==> src/rtl/step_pulse_timing_buffer_macros.svh <==
// assertion helpers shared by the rtl
// every use assumes a clock named clk and an active-low reset named rst_n
`ifndef STEP_PULSE_TIMING_BUFFER_MACROS_SVH
`define STEP_PULSE_TIMING_BUFFER_MACROS_SVH

// condition holds at every clock edge outside reset
`define SPT_ASSERT_ALWAYS(label, cond, msg) \
    label: assert property (@(posedge clk) disable iff (!rst_n) (cond)) else $error(msg);

// consequent holds in the cycle after the antecedent
`define SPT_ASSERT_NEXT(label, ante, cons, msg) \
    label: assert property (@(posedge clk) disable iff (!rst_n) (ante) |=> (cons)) \
        else $error(msg);

`endif

==> src/rtl/spt_pkg.sv <==
`timescale 1ns / 1ps

package spt_pkg;

    // ring geometry, depth must be a power of two
    localparam int DEPTH     = 64;
    localparam int ADDR_W    = $clog2(DEPTH);
    localparam int LEVEL_W   = $clog2(DEPTH + 1);
    localparam int MIN_ITEMS = 3;
    localparam int SKEW      = 2;

    // field widths
    localparam int OP_W        = 2;
    localparam int OUT_FIELD_W = 12;
    localparam int OUT_BITS    = 12;
    localparam int STORE_W     = (OUT_BITS < OUT_FIELD_W) ? OUT_BITS : OUT_FIELD_W;
    localparam int RELOAD_W    = 32;
    localparam int TOTAL_W     = 38;
    localparam int FILL_W      = 7;
    localparam int ERR_W       = 3;

    // reset values
    localparam logic [RELOAD_W-1:0] PRIME_RELOAD   = RELOAD_W'(1000);
    localparam logic [TOTAL_W-1:0]  PRIME_TOTAL    = TOTAL_W'(MIN_ITEMS) * TOTAL_W'(PRIME_RELOAD);
    localparam logic [TOTAL_W-1:0]  MIN_TOTAL_INIT = TOTAL_W'(120000);

    // operation codes
    localparam logic [OP_W-1:0] OP_PUSH     = 2'd0;
    localparam logic [OP_W-1:0] OP_POP      = 2'd1;
    localparam logic [OP_W-1:0] OP_ERR_READ = 2'd2;

    // error codes
    localparam logic [ERR_W-1:0] ERR_NONE       = 3'd0;
    localparam logic [ERR_W-1:0] ERR_POP_UNDER  = 3'd1;
    localparam logic [ERR_W-1:0] ERR_PUSH_UNDER = 3'd2;
    localparam logic [ERR_W-1:0] ERR_TOTAL      = 3'd3;
    localparam logic [ERR_W-1:0] ERR_OVERFLOW   = 3'd4;

    typedef enum logic {
        ST_IDLE,
        ST_EXEC
    } spt_state_t;

    // access request from the control core to the ring store
    typedef struct packed {
        logic                rd_en;
        logic [ADDR_W-1:0]   rd_addr;
        logic                out_we;
        logic [ADDR_W-1:0]   out_waddr;
        logic [STORE_W-1:0]  out_wdata;
        logic                rl_we;
        logic [ADDR_W-1:0]   rl_waddr;
        logic [RELOAD_W-1:0] rl_wdata;
    } mem_req_t;

    // registered head entry returned by the ring store
    typedef struct packed {
        logic [STORE_W-1:0]  out_data;
        logic [RELOAD_W-1:0] reload_data;
    } mem_rsp_t;

endpackage

==> src/rtl/spt_if.sv <==
`timescale 1ns / 1ps

// step item channel
interface spt_in_if import spt_pkg::*; ();
    logic                   valid;
    logic                   ready;
    logic [OP_W-1:0]        op;
    logic [OUT_FIELD_W-1:0] push_out_bits;
    logic [RELOAD_W-1:0]    push_reload;

    modport source (output valid, output op, output push_out_bits, output push_reload,
                    input ready);
    modport sink (input valid, input op, input push_out_bits, input push_reload,
                  output ready);
endinterface

// result channel
interface spt_out_if import spt_pkg::*; ();
    logic                   valid;
    logic                   ready;
    logic                   drive_valid;
    logic [OUT_FIELD_W-1:0] drive_out_bits;
    logic [RELOAD_W-1:0]    drive_reload;
    logic                   need_more;
    logic [FILL_W-1:0]      fill_level;
    logic [ERR_W-1:0]       error_code;

    modport source (output valid, output drive_valid, output drive_out_bits,
                    output drive_reload, output need_more, output fill_level,
                    output error_code, input ready);
    modport sink (input valid, input drive_valid, input drive_out_bits,
                  input drive_reload, input need_more, input fill_level,
                  input error_code, output ready);
endinterface

==> src/rtl/spt_ram.sv <==
`timescale 1ns / 1ps

module spt_ram #(
    parameter int WIDTH = 8,
    parameter int WORDS = 16
) (
    input  logic                     clk,
    input  logic                     we,
    input  logic [$clog2(WORDS)-1:0] waddr,
    input  logic [WIDTH-1:0]         wdata,
    input  logic                     re,
    input  logic [$clog2(WORDS)-1:0] raddr,
    output logic [WIDTH-1:0]         rdata
);

    logic [WIDTH-1:0] mem [WORDS];
    logic [WIDTH-1:0] rdata_reg;

    // write port
    always_ff @(posedge clk)
    begin
        if (we)
        begin
            mem[waddr] <= wdata;
        end
    end

    // registered read port
    always_ff @(posedge clk)
    begin
        if (re)
        begin
            rdata_reg <= mem[raddr];
        end
    end

    assign rdata = rdata_reg;

endmodule

==> src/rtl/spt_store.sv <==
`timescale 1ns / 1ps

module spt_store import spt_pkg::*; (
    input  logic     clk,
    input  logic     rst_n,
    input  mem_req_t req,
    output mem_rsp_t rsp
);

    logic [STORE_W-1:0]   out_rdata;
    logic [RELOAD_W-1:0]  rl_rdata;
    logic [MIN_ITEMS-1:0] out_prime_reg;
    logic [MIN_ITEMS-1:0] out_prime_next;
    logic [MIN_ITEMS-1:0] rl_prime_reg;
    logic [MIN_ITEMS-1:0] rl_prime_next;
    logic                 out_hit;
    logic                 rl_hit;
    logic                 out_hit_reg;
    logic                 rl_hit_reg;

    // step/dir word ring
    spt_ram #(
        .WIDTH (STORE_W),
        .WORDS (DEPTH)
    ) u_out_ram (
        .clk   (clk),
        .we    (req.out_we),
        .waddr (req.out_waddr),
        .wdata (req.out_wdata),
        .re    (req.rd_en),
        .raddr (req.rd_addr),
        .rdata (out_rdata)
    );

    // timer reload ring
    spt_ram #(
        .WIDTH (RELOAD_W),
        .WORDS (DEPTH)
    ) u_rl_ram (
        .clk   (clk),
        .we    (req.rl_we),
        .waddr (req.rl_waddr),
        .wdata (req.rl_wdata),
        .re    (req.rd_en),
        .raddr (req.rd_addr),
        .rdata (rl_rdata)
    );

    // primed entries read as reset contents until first written
    always_comb
    begin
        out_prime_next = out_prime_reg;
        rl_prime_next  = rl_prime_reg;
        out_hit        = 1'b0;
        rl_hit         = 1'b0;
        for (int i = 0; i < MIN_ITEMS; i++)
        begin
            if (req.out_we && (req.out_waddr == ADDR_W'(i)))
            begin
                out_prime_next[i] = 1'b0;
            end
            if (req.rl_we && (req.rl_waddr == ADDR_W'(i)))
            begin
                rl_prime_next[i] = 1'b0;
            end
            if ((req.rd_addr == ADDR_W'(i)) && out_prime_reg[i])
            begin
                out_hit = 1'b1;
            end
            if ((req.rd_addr == ADDR_W'(i)) && rl_prime_reg[i])
            begin
                rl_hit = 1'b1;
            end
        end
    end

    always_ff @(posedge clk or negedge rst_n)
    begin
        if (!rst_n)
        begin
            out_prime_reg <= '1;
            rl_prime_reg  <= '1;
        end
        else
        begin
            out_prime_reg <= out_prime_next;
            rl_prime_reg  <= rl_prime_next;
        end
    end

    // prime hits follow the ram read latency
    always_ff @(posedge clk)
    begin
        if (req.rd_en)
        begin
            out_hit_reg <= out_hit;
            rl_hit_reg  <= rl_hit;
        end
    end

    assign rsp.out_data    = out_hit_reg ? '0 : out_rdata;
    assign rsp.reload_data = rl_hit_reg ? PRIME_RELOAD : rl_rdata;

endmodule

==> src/rtl/spt_core.sv <==
`timescale 1ns / 1ps
`include "step_pulse_timing_buffer_macros.svh"

module spt_core import spt_pkg::*; (
    input  logic                clk,
    input  logic                rst_n,
    input  logic [TOTAL_W-1:0]  min_total,
    spt_in_if.sink              items,
    spt_out_if.source           results,
    output mem_req_t            mem_req,
    input  mem_rsp_t            mem_rsp
);

    spt_state_t          state_reg;
    spt_state_t          state_next;

    logic [OP_W-1:0]     op_reg;
    logic [STORE_W-1:0]  bits_reg;
    logic [RELOAD_W-1:0] reload_in_reg;

    logic [ADDR_W-1:0]   head_reg;
    logic [ADDR_W-1:0]   head_next;
    logic [LEVEL_W-1:0]  level_reg;
    logic [LEVEL_W-1:0]  level_next;
    logic [TOTAL_W-1:0]  total_reg;
    logic [TOTAL_W-1:0]  total_next;
    logic [ERR_W-1:0]    last_error_reg;
    logic [ERR_W-1:0]    last_error_next;

    logic                res_valid_reg;
    logic                drive_valid_reg;
    logic [STORE_W-1:0]  drive_bits_reg;
    logic [RELOAD_W-1:0] drive_reload_reg;
    logic                need_more_reg;
    logic [FILL_W-1:0]   fill_reg;
    logic [ERR_W-1:0]    error_reg;

    logic                in_fire;
    logic                commit;
    logic                full;
    logic                pop_ok;
    logic                push_ok;
    logic [TOTAL_W:0]    sum;
    logic [TOTAL_W-1:0]  sum_sat;
    logic [TOTAL_W-1:0]  head_reload;
    logic [ADDR_W-1:0]   wr_base;
    logic [ADDR_W-1:0]   head_inc;
    logic                emit;
    logic [ERR_W-1:0]    err_report;
    logic                need_more;

    // next state
    always_comb
    begin
        state_next = state_reg;
        unique case (state_reg)
            ST_IDLE:
            begin
                if (items.valid)
                begin
                    state_next = ST_EXEC;
                end
            end
            ST_EXEC:
            begin
                if (!res_valid_reg || results.ready)
                begin
                    state_next = ST_IDLE;
                end
            end
            default:
            begin
                state_next = ST_IDLE;
            end
        endcase
    end

    // state outputs
    always_comb
    begin
        items.ready = (state_reg == ST_IDLE);
        commit      = (state_reg == ST_EXEC) && (!res_valid_reg || results.ready);
    end

    always_ff @(posedge clk or negedge rst_n)
    begin
        if (!rst_n)
        begin
            state_reg <= ST_IDLE;
        end
        else
        begin
            state_reg <= state_next;
        end
    end

    assign in_fire = items.valid && items.ready;

    // capture the accepted transaction
    always_ff @(posedge clk)
    begin
        if (in_fire)
        begin
            op_reg        <= items.op;
            bits_reg      <= items.push_out_bits[STORE_W-1:0];
            reload_in_reg <= items.push_reload;
        end
    end

    // head read is issued at accept, data is back in the exec cycle
    assign full        = (level_reg == LEVEL_W'(DEPTH));
    assign pop_ok      = (level_reg >= LEVEL_W'(MIN_ITEMS));
    assign push_ok     = !full && (level_reg > LEVEL_W'(SKEW));
    assign sum         = {1'b0, total_reg} + (TOTAL_W + 1)'(reload_in_reg);
    assign sum_sat     = sum[TOTAL_W] ? '1 : sum[TOTAL_W-1:0];
    assign head_reload = TOTAL_W'(mem_rsp.reload_data);
    assign wr_base     = head_reg + level_reg[ADDR_W-1:0];
    assign head_inc    = head_reg + ADDR_W'(1);

    // operation effect on the ring state
    always_comb
    begin
        head_next       = head_reg;
        level_next      = level_reg;
        total_next      = total_reg;
        last_error_next = last_error_reg;
        emit            = 1'b0;
        err_report      = last_error_reg;
        unique case (op_reg)
            OP_PUSH:
            begin
                if (full)
                begin
                    last_error_next = ERR_OVERFLOW;
                end
                else
                begin
                    total_next = sum_sat;
                    if (push_ok)
                    begin
                        level_next = level_reg + LEVEL_W'(1);
                    end
                    else
                    begin
                        last_error_next = ERR_PUSH_UNDER;
                    end
                end
                err_report = last_error_next;
            end
            OP_POP:
            begin
                if (pop_ok)
                begin
                    emit = 1'b1;
                    if (total_reg > head_reload)
                    begin
                        total_next = total_reg - head_reload;
                    end
                    else
                    begin
                        last_error_next = ERR_TOTAL;
                    end
                    head_next  = head_inc;
                    level_next = level_reg - LEVEL_W'(1);
                end
                else
                begin
                    last_error_next = ERR_POP_UNDER;
                end
                err_report = last_error_next;
            end
            OP_ERR_READ:
            begin
                last_error_next = ERR_NONE;
            end
            default:
            begin
                err_report = last_error_reg;
            end
        endcase
    end

    assign need_more = (level_next < LEVEL_W'(MIN_ITEMS))
                     || ((total_next < min_total) && (level_next != LEVEL_W'(DEPTH)));

    always_ff @(posedge clk or negedge rst_n)
    begin
        if (!rst_n)
        begin
            head_reg       <= '0;
            level_reg      <= LEVEL_W'(MIN_ITEMS);
            total_reg      <= PRIME_TOTAL;
            last_error_reg <= ERR_NONE;
        end
        else if (commit)
        begin
            head_reg       <= head_next;
            level_reg      <= level_next;
            total_reg      <= total_next;
            last_error_reg <= last_error_next;
        end
    end

    // ring access: reload lands two slots behind the step bits
    always_comb
    begin
        mem_req.rd_en     = in_fire;
        mem_req.rd_addr   = head_reg;
        mem_req.out_we    = commit && (op_reg == OP_PUSH) && push_ok;
        mem_req.out_waddr = wr_base;
        mem_req.out_wdata = bits_reg;
        mem_req.rl_we     = commit && (op_reg == OP_PUSH) && push_ok;
        mem_req.rl_waddr  = wr_base - ADDR_W'(SKEW);
        mem_req.rl_wdata  = reload_in_reg;
    end

    // result register
    always_ff @(posedge clk or negedge rst_n)
    begin
        if (!rst_n)
        begin
            res_valid_reg <= 1'b0;
        end
        else if (commit)
        begin
            res_valid_reg <= 1'b1;
        end
        else if (results.ready)
        begin
            res_valid_reg <= 1'b0;
        end
    end

    always_ff @(posedge clk)
    begin
        if (commit)
        begin
            drive_valid_reg  <= emit;
            drive_bits_reg   <= emit ? mem_rsp.out_data : '0;
            drive_reload_reg <= emit ? mem_rsp.reload_data : '0;
            need_more_reg    <= need_more;
            fill_reg         <= FILL_W'(level_next);
            error_reg        <= err_report;
        end
    end

    assign results.valid          = res_valid_reg;
    assign results.drive_valid    = drive_valid_reg;
    assign results.drive_out_bits = OUT_FIELD_W'(drive_bits_reg);
    assign results.drive_reload   = drive_reload_reg;
    assign results.need_more      = need_more_reg;
    assign results.fill_level     = fill_reg;
    assign results.error_code     = error_reg;

    // checks
    `SPT_ASSERT_ALWAYS(a_level_bound, level_reg <= LEVEL_W'(DEPTH), "fill level above depth")
    `SPT_ASSERT_NEXT(a_pop_advance, commit && (op_reg == OP_POP) && pop_ok,
        head_reg == $past(head_inc), "pop did not advance head by one")
    `SPT_ASSERT_NEXT(a_push_total, commit && (op_reg == OP_PUSH),
        total_reg >= $past(total_reg), "push decreased buffered time")
    `SPT_ASSERT_NEXT(a_err_clear, commit && (op_reg == OP_ERR_READ),
        last_error_reg == ERR_NONE, "error read did not clear sticky error")

endmodule

==> src/rtl/step_pulse_timing_buffer.sv <==
`timescale 1ns / 1ps

// Step pulse timing buffer: a ring of step/dir words and timer reloads that
// feeds a stepper pulse generator.
// items channel: op 0 pushes push_out_bits/push_reload, op 1 is a timer
// expiry pop, op 2 reads and clears the sticky error. Every transaction gives
// exactly one transaction on the results channel with the popped pair (when
// drive_valid is set), need_more, fill_level and error_code.
// cfg_we/cfg_data write min_total_time, the buffered-time threshold below
// which need_more is raised; write only while the block is idle.
// Timing: an item is accepted in the idle cycle, the head entry is read from
// the ring rams in that cycle and the update is applied in the exec state once
// the output register is free, which loads the result register as well. The
// block takes no new item until that update is done.
// The result sits in an output register; the next item is accepted while it
// waits, but that item's update holds until the receiver takes the result.
// Reset (rst_n low, asynchronous) primes three entries with zero step bits
// and the default reload, clears the error and sets the threshold to 120000;
// no clearing pass runs, the block is ready in the first cycle after reset.
module step_pulse_timing_buffer import spt_pkg::*; (
    input  logic               clk,
    input  logic               rst_n,
    spt_in_if.sink             items,
    spt_out_if.source          results,
    input  logic               cfg_we,
    input  logic [TOTAL_W-1:0] cfg_data
);

    logic [TOTAL_W-1:0] min_total_reg;
    mem_req_t           mem_req;
    mem_rsp_t           mem_rsp;

    // threshold register
    always_ff @(posedge clk or negedge rst_n)
    begin
        if (!rst_n)
        begin
            min_total_reg <= MIN_TOTAL_INIT;
        end
        else if (cfg_we)
        begin
            min_total_reg <= cfg_data;
        end
    end

    spt_core u_core (
        .clk       (clk),
        .rst_n     (rst_n),
        .min_total (min_total_reg),
        .items     (items),
        .results   (results),
        .mem_req   (mem_req),
        .mem_rsp   (mem_rsp)
    );

    spt_store u_store (
        .clk   (clk),
        .rst_n (rst_n),
        .req   (mem_req),
        .rsp   (mem_rsp)
    );

endmodule
==> src/flat_wrapper.sv <==
// flat-port wrapper written by rule: the top's interface ports become plain ports
module step_pulse_timing_buffer_flat import spt_pkg::*;
  (clk, rst_n, cfg_we, cfg_data, items_valid, items_op, items_push_out_bits, items_push_reload, items_ready, results_valid, results_drive_valid, results_drive_out_bits, results_drive_reload, results_need_more, results_fill_level, results_error_code, results_ready);
  spt_in_if items_i ();
  spt_out_if results_i ();
  input  logic clk;
  input  logic rst_n;
  input  logic cfg_we;
  input  logic [TOTAL_W-1:0] cfg_data;
  input wire logic [$bits(items_i.valid)-1:0] items_valid;
  input wire logic [$bits(items_i.op)-1:0] items_op;
  input wire logic [$bits(items_i.push_out_bits)-1:0] items_push_out_bits;
  input wire logic [$bits(items_i.push_reload)-1:0] items_push_reload;
  output wire logic [$bits(items_i.ready)-1:0] items_ready;
  output wire logic [$bits(results_i.valid)-1:0] results_valid;
  output wire logic [$bits(results_i.drive_valid)-1:0] results_drive_valid;
  output wire logic [$bits(results_i.drive_out_bits)-1:0] results_drive_out_bits;
  output wire logic [$bits(results_i.drive_reload)-1:0] results_drive_reload;
  output wire logic [$bits(results_i.need_more)-1:0] results_need_more;
  output wire logic [$bits(results_i.fill_level)-1:0] results_fill_level;
  output wire logic [$bits(results_i.error_code)-1:0] results_error_code;
  input wire logic [$bits(results_i.ready)-1:0] results_ready;
  assign items_i.valid = items_valid;
  assign items_i.op = items_op;
  assign items_i.push_out_bits = items_push_out_bits;
  assign items_i.push_reload = items_push_reload;
  assign items_ready = items_i.ready;
  assign results_valid = results_i.valid;
  assign results_drive_valid = results_i.drive_valid;
  assign results_drive_out_bits = results_i.drive_out_bits;
  assign results_drive_reload = results_i.drive_reload;
  assign results_need_more = results_i.need_more;
  assign results_fill_level = results_i.fill_level;
  assign results_error_code = results_i.error_code;
  assign results_i.ready = results_ready;
  step_pulse_timing_buffer u_core (.clk(clk), .rst_n(rst_n), .items(items_i), .results(results_i), .cfg_we(cfg_we), .cfg_data(cfg_data));
endmodule
==> config.mk <==
export PLATFORM = sky130hd
export DESIGN_NAME = step_pulse_timing_buffer_flat
export DESIGN_NICKNAME = d
export VERILOG_FILES = /design/src/rtl/spt_pkg.sv /design/src/rtl/spt_if.sv /design/src/rtl/spt_ram.sv /design/src/rtl/spt_store.sv /design/src/rtl/spt_core.sv /design/src/rtl/step_pulse_timing_buffer.sv /design/src/flat_wrapper.sv
export VERILOG_INCLUDE_DIRS = /design/src /design/src/rtl
export SDC_FILE = /design/constraint.sdc
export NUM_CORES = 2
export LEC_CHECK = 0
export BUFFER_PORTS_ARGS = -buffer_cell sky130_fd_sc_hd__buf_2
export CORE_MARGIN = 4
export CORE_UTILIZATION = 50
export DETAILED_ROUTE_END_ITERATION = 10
export PLACE_DENSITY = 0.66
export SLEW_MARGIN = 20
export SYNTH_ARGS = -nofsm -noshare
export SYNTH_HDL_FRONTEND = slang
export SYNTH_SLANG_ARGS = --single-unit
==> constraint.sdc <==
create_clock -name clk -period 6.7 [get_ports clk]
set_clock_uncertainty 0.05 [all_clocks]
set_input_delay 1.34 -clock clk [delete_from_list [all_inputs] [get_ports clk]]
set_output_delay 1.34 -clock clk [all_outputs]
set_load 0.005 [all_outputs]
==> results by group <==
Status
  • Status: completed

Yosys
  • Yosys Warn Count: 0
  • Cells after synthesis: 5,761
  • Syn_nets: 5,974
  • Avg Inst Size Synth: 21.3 µm²
  • Mapped cell area: 123,000 µm²
  • Seq/Total Area, Yosys: 0.745
  • Post-synthesis cell type count: 96
  • Ys async rst share: 0.0326
  • EDFF count, synth: 2,964
  • #FFs+latches synth: 3,064
  • Main synth FF type: edfxtp_1

Global route
  • Initial antenna violation count: 37
  • GRT overflow: 0
  • Vias in the first global route: 61,734
  • First-pass GRT wire length: 457,000 µm
  • Largest net degree at the start of global routing: 109
  • Total GRT Usage: 0.249

Timing
  • Final cycle utilization of the critical path: 0.936
  • Final setup violation count: 0
  • Slew @ Worst Pin: 1.08 ns
  • Setup ws final: 0.426 ns
  • Unrepaired setup endpoints after global routing: no
  • Final Max Slew Viols: 0
  • Final setup TNS: 0 ns
  • Fin. Hold Viols: 0
  • F_max: 0.159 GHz
  • Slew headroom: 0.276
  • Final min period: 6.27 ns

Layout
  • Largest regs: u_core.u_store.u_rl_ram.mem (2048), u_core.u_store.u_out_ram.mem (768)
  • Area grow syn2layout: 13.6%
  • Fill count: 17,557
  • Commonest non-fill, non-tap cell in the layout: edfxtp_1
  • Max reg flops: 2,048
  • Largest register by flop count: u_core.u_store.u_rl_ram.mem
  • Cell area after layout: 140,000 µm²
  • Nets@finish: 6,414
  • Most frequent cells in the layout: 2,964 x edfxtp_1, 924 x mux4_2, 337 x clkbuf_16
  • Layout cells sized above 1: 0.300
  • Area occupied by registers: 91,600 µm²
  • Footprint of the multi-input gates: 30,400 µm²

Route
  • Drt total wl: 316,000 µm
  • Vias per cell: 6.38
  • Drt wl/cell: 32.7 µm
  • # DRC: 0
  • DR iter-0 viols: 7,681
  • Antenna viol nets, final: 0
  • DR pass1 iterations: 6
  • Vias: 61,653

Place
  • Area after DPL: 129,000 µm²
  • Setup WS pre-CTS: 0.333 ns
  • Port-buffer cells: 146
  • GP Congestion: 0.955
  • Dpl hpwl: 192,000 µm

Clocking
  • Clock Sink Count: 3,064
  • Post-CTS resize count: 0
  • Post-CTS Setup Bufs: 0
  • CTS buffer count: 329
  • Worst-path clk slew: 0.06 ns
  • Clock H-tree levels: 5
  • TritonCTS clock tree: yes
  • # hold bufs at CTS: 0
  • Bufs on Longest Clock Path: 4
  • Worst skew pair latency: 0.97 ns
  • Clock root buffer master: clkbuf_16

Setup path
  • FF-to-FF End: u_core.u_core.results.need_more
  • R2R depth: 20
  • R2R setup slack: 0.43 ns
  • Max FO, Critical Path: 27
  • Worst EP arrival: 6.87 ns
  • WP data required: 7.30 ns
  • Nature of the critical path startpoint: flip-flop
  • Critical path type: reg -> reg
  • CP Capture Type: flip-flop
  • Launching point of the worst reg2reg path: u_core.u_store.rl_hit_reg

Floorplan
  • Die X: 504 µm
  • Core ar.: 244,000 µm²
  • Die area: 254,000 µm²
  • IO Count: 147
  • Chip height: 504 µm
  • Core Rows: 181
  • Initial Util: 0.504

Pwr
  • Total power: 60,600 µW
  • Pleak: 0.0446 µW
  • Max IR drop VDD: 0.460 mV
  • Pwr/cell area: 434 nW/µm²

Hold path
  • HP Class: in -> async

Run
  • Max_cap viols: 0
## cells by family after synthesis
| kind of cell | Yosys count | share of synthesized area |
|---|---|---|
| flops | 3064 | 0.745 |
| mux | 945 | 0.171 |
| simple gates | 674 | 0.0253 |
| compound gates | 500 | 0.0278 |
| buf+inv | 376 | 0.0125 |
| fa+ha+maj | 124 | 0.0128 |
| xor+xnor | 78 | 0.00556 |
## cell usage after synthesis (25+ instances only)
library cell | number | area (µm²)
a21o_1 | 37 | 278
a21oi_1 | 98 | 490
a31oi_1 | 30 | 188
and2_1 | 28 | 175
buf_2 | 54 | 270
clkbuf_1 | 205 | 769
dfrtp_1 | 78 | 1950
edfxtp_1 | 2964 | 89000
ha_1 | 121 | 1510
inv_1 | 85 | 319
mux4_2 | 924 | 20800
nand2_1 | 172 | 646
nand2b_1 | 35 | 219
nand3_1 | 44 | 220
nor2_1 | 264 | 991
nor3_1 | 30 | 150
o21ai_0 | 130 | 651
xnor2_1 | 53 | 464
xor2_1 | 25 | 219
## metrics by stage
stage           util  cells  hold WS (ns)
2_1_floorplan      -   5761         0.374
3_3_place_gp   0.529   9071         0.386
3_5_place_dp   0.529   9072         0.399
4_1_cts        0.572   9650         0.294
5_1_grt        0.572   9651         0.338
6_report       0.572   9668         0.362
## cell type report
cell class                      instances  share of cell area
Antenna cell                           18            0.000323
Sequential cell                      3064               0.656
Clock inverter                        175              0.0131
Clock buffer                          403              0.0623
Inverter                               85             0.00230
Timing Repair Buffer                  400              0.0199
Multi-Input combinational cell       2321               0.218
Tap cell                             3202              0.0287
## worst max path at each step
stage                                   start                              end  slack [ns]  cells after the start
floorplan                         items_valid        u_core.u_core.bits_reg[0]        0.75                      1
finish              u_core.u_store.rl_hit_reg  u_core.u_core.results.need_more        0.43                     20
CTS                 u_core.u_store.rl_hit_reg  u_core.u_core.results.need_more        0.28                     20
detailed placement  u_core.u_store.rl_hit_reg  u_core.u_core.results.need_more        0.33                     20
global placement    u_core.u_store.rl_hit_reg  u_core.u_core.results.need_more        0.22                     20
global route        u_core.u_store.rl_hit_reg  u_core.u_core.results.need_more        0.17                     20
## worst max-delay path, cell delays in order (launching register included)
cell and delay (ns):
edfxtp_1 0.51, buf_4 0.30, nand2b_1 0.22, ha_1 0.38, a21o_1 0.26, o41ai_4 0.46, a21oi_1 0.30, a21o_1 0.29
a21oi_1 0.41, o2111ai_1 0.26, a32o_1 0.28, a211o_1 0.32, ha_1 0.31, nand4_1 0.07, or2_2 0.31, nor3_1 0.30
nand2_1 0.11, a2111oi_0 0.40, inv_1 0.10, a211oi_1 0.25, nor4_1 0.10
## power by group
group	leakage, µW	switching (µW)	internal [µW]
combinational	0.0116	11500	8010
clock	0.00516	7230	10600
sequential	0.0279	715	22500
## layer usage
| metal | GRT usage | wire, µm |
|---|---|---|
| met5 | 0 | 61 |
| met4 | 0.0528 | 6040 |
| met3 | 0.0610 | 32300 |
| met2 | 0.372 | 145000 |
| met1 | 0.378 | 132000 |
Power figures use the tool's default switching activity.
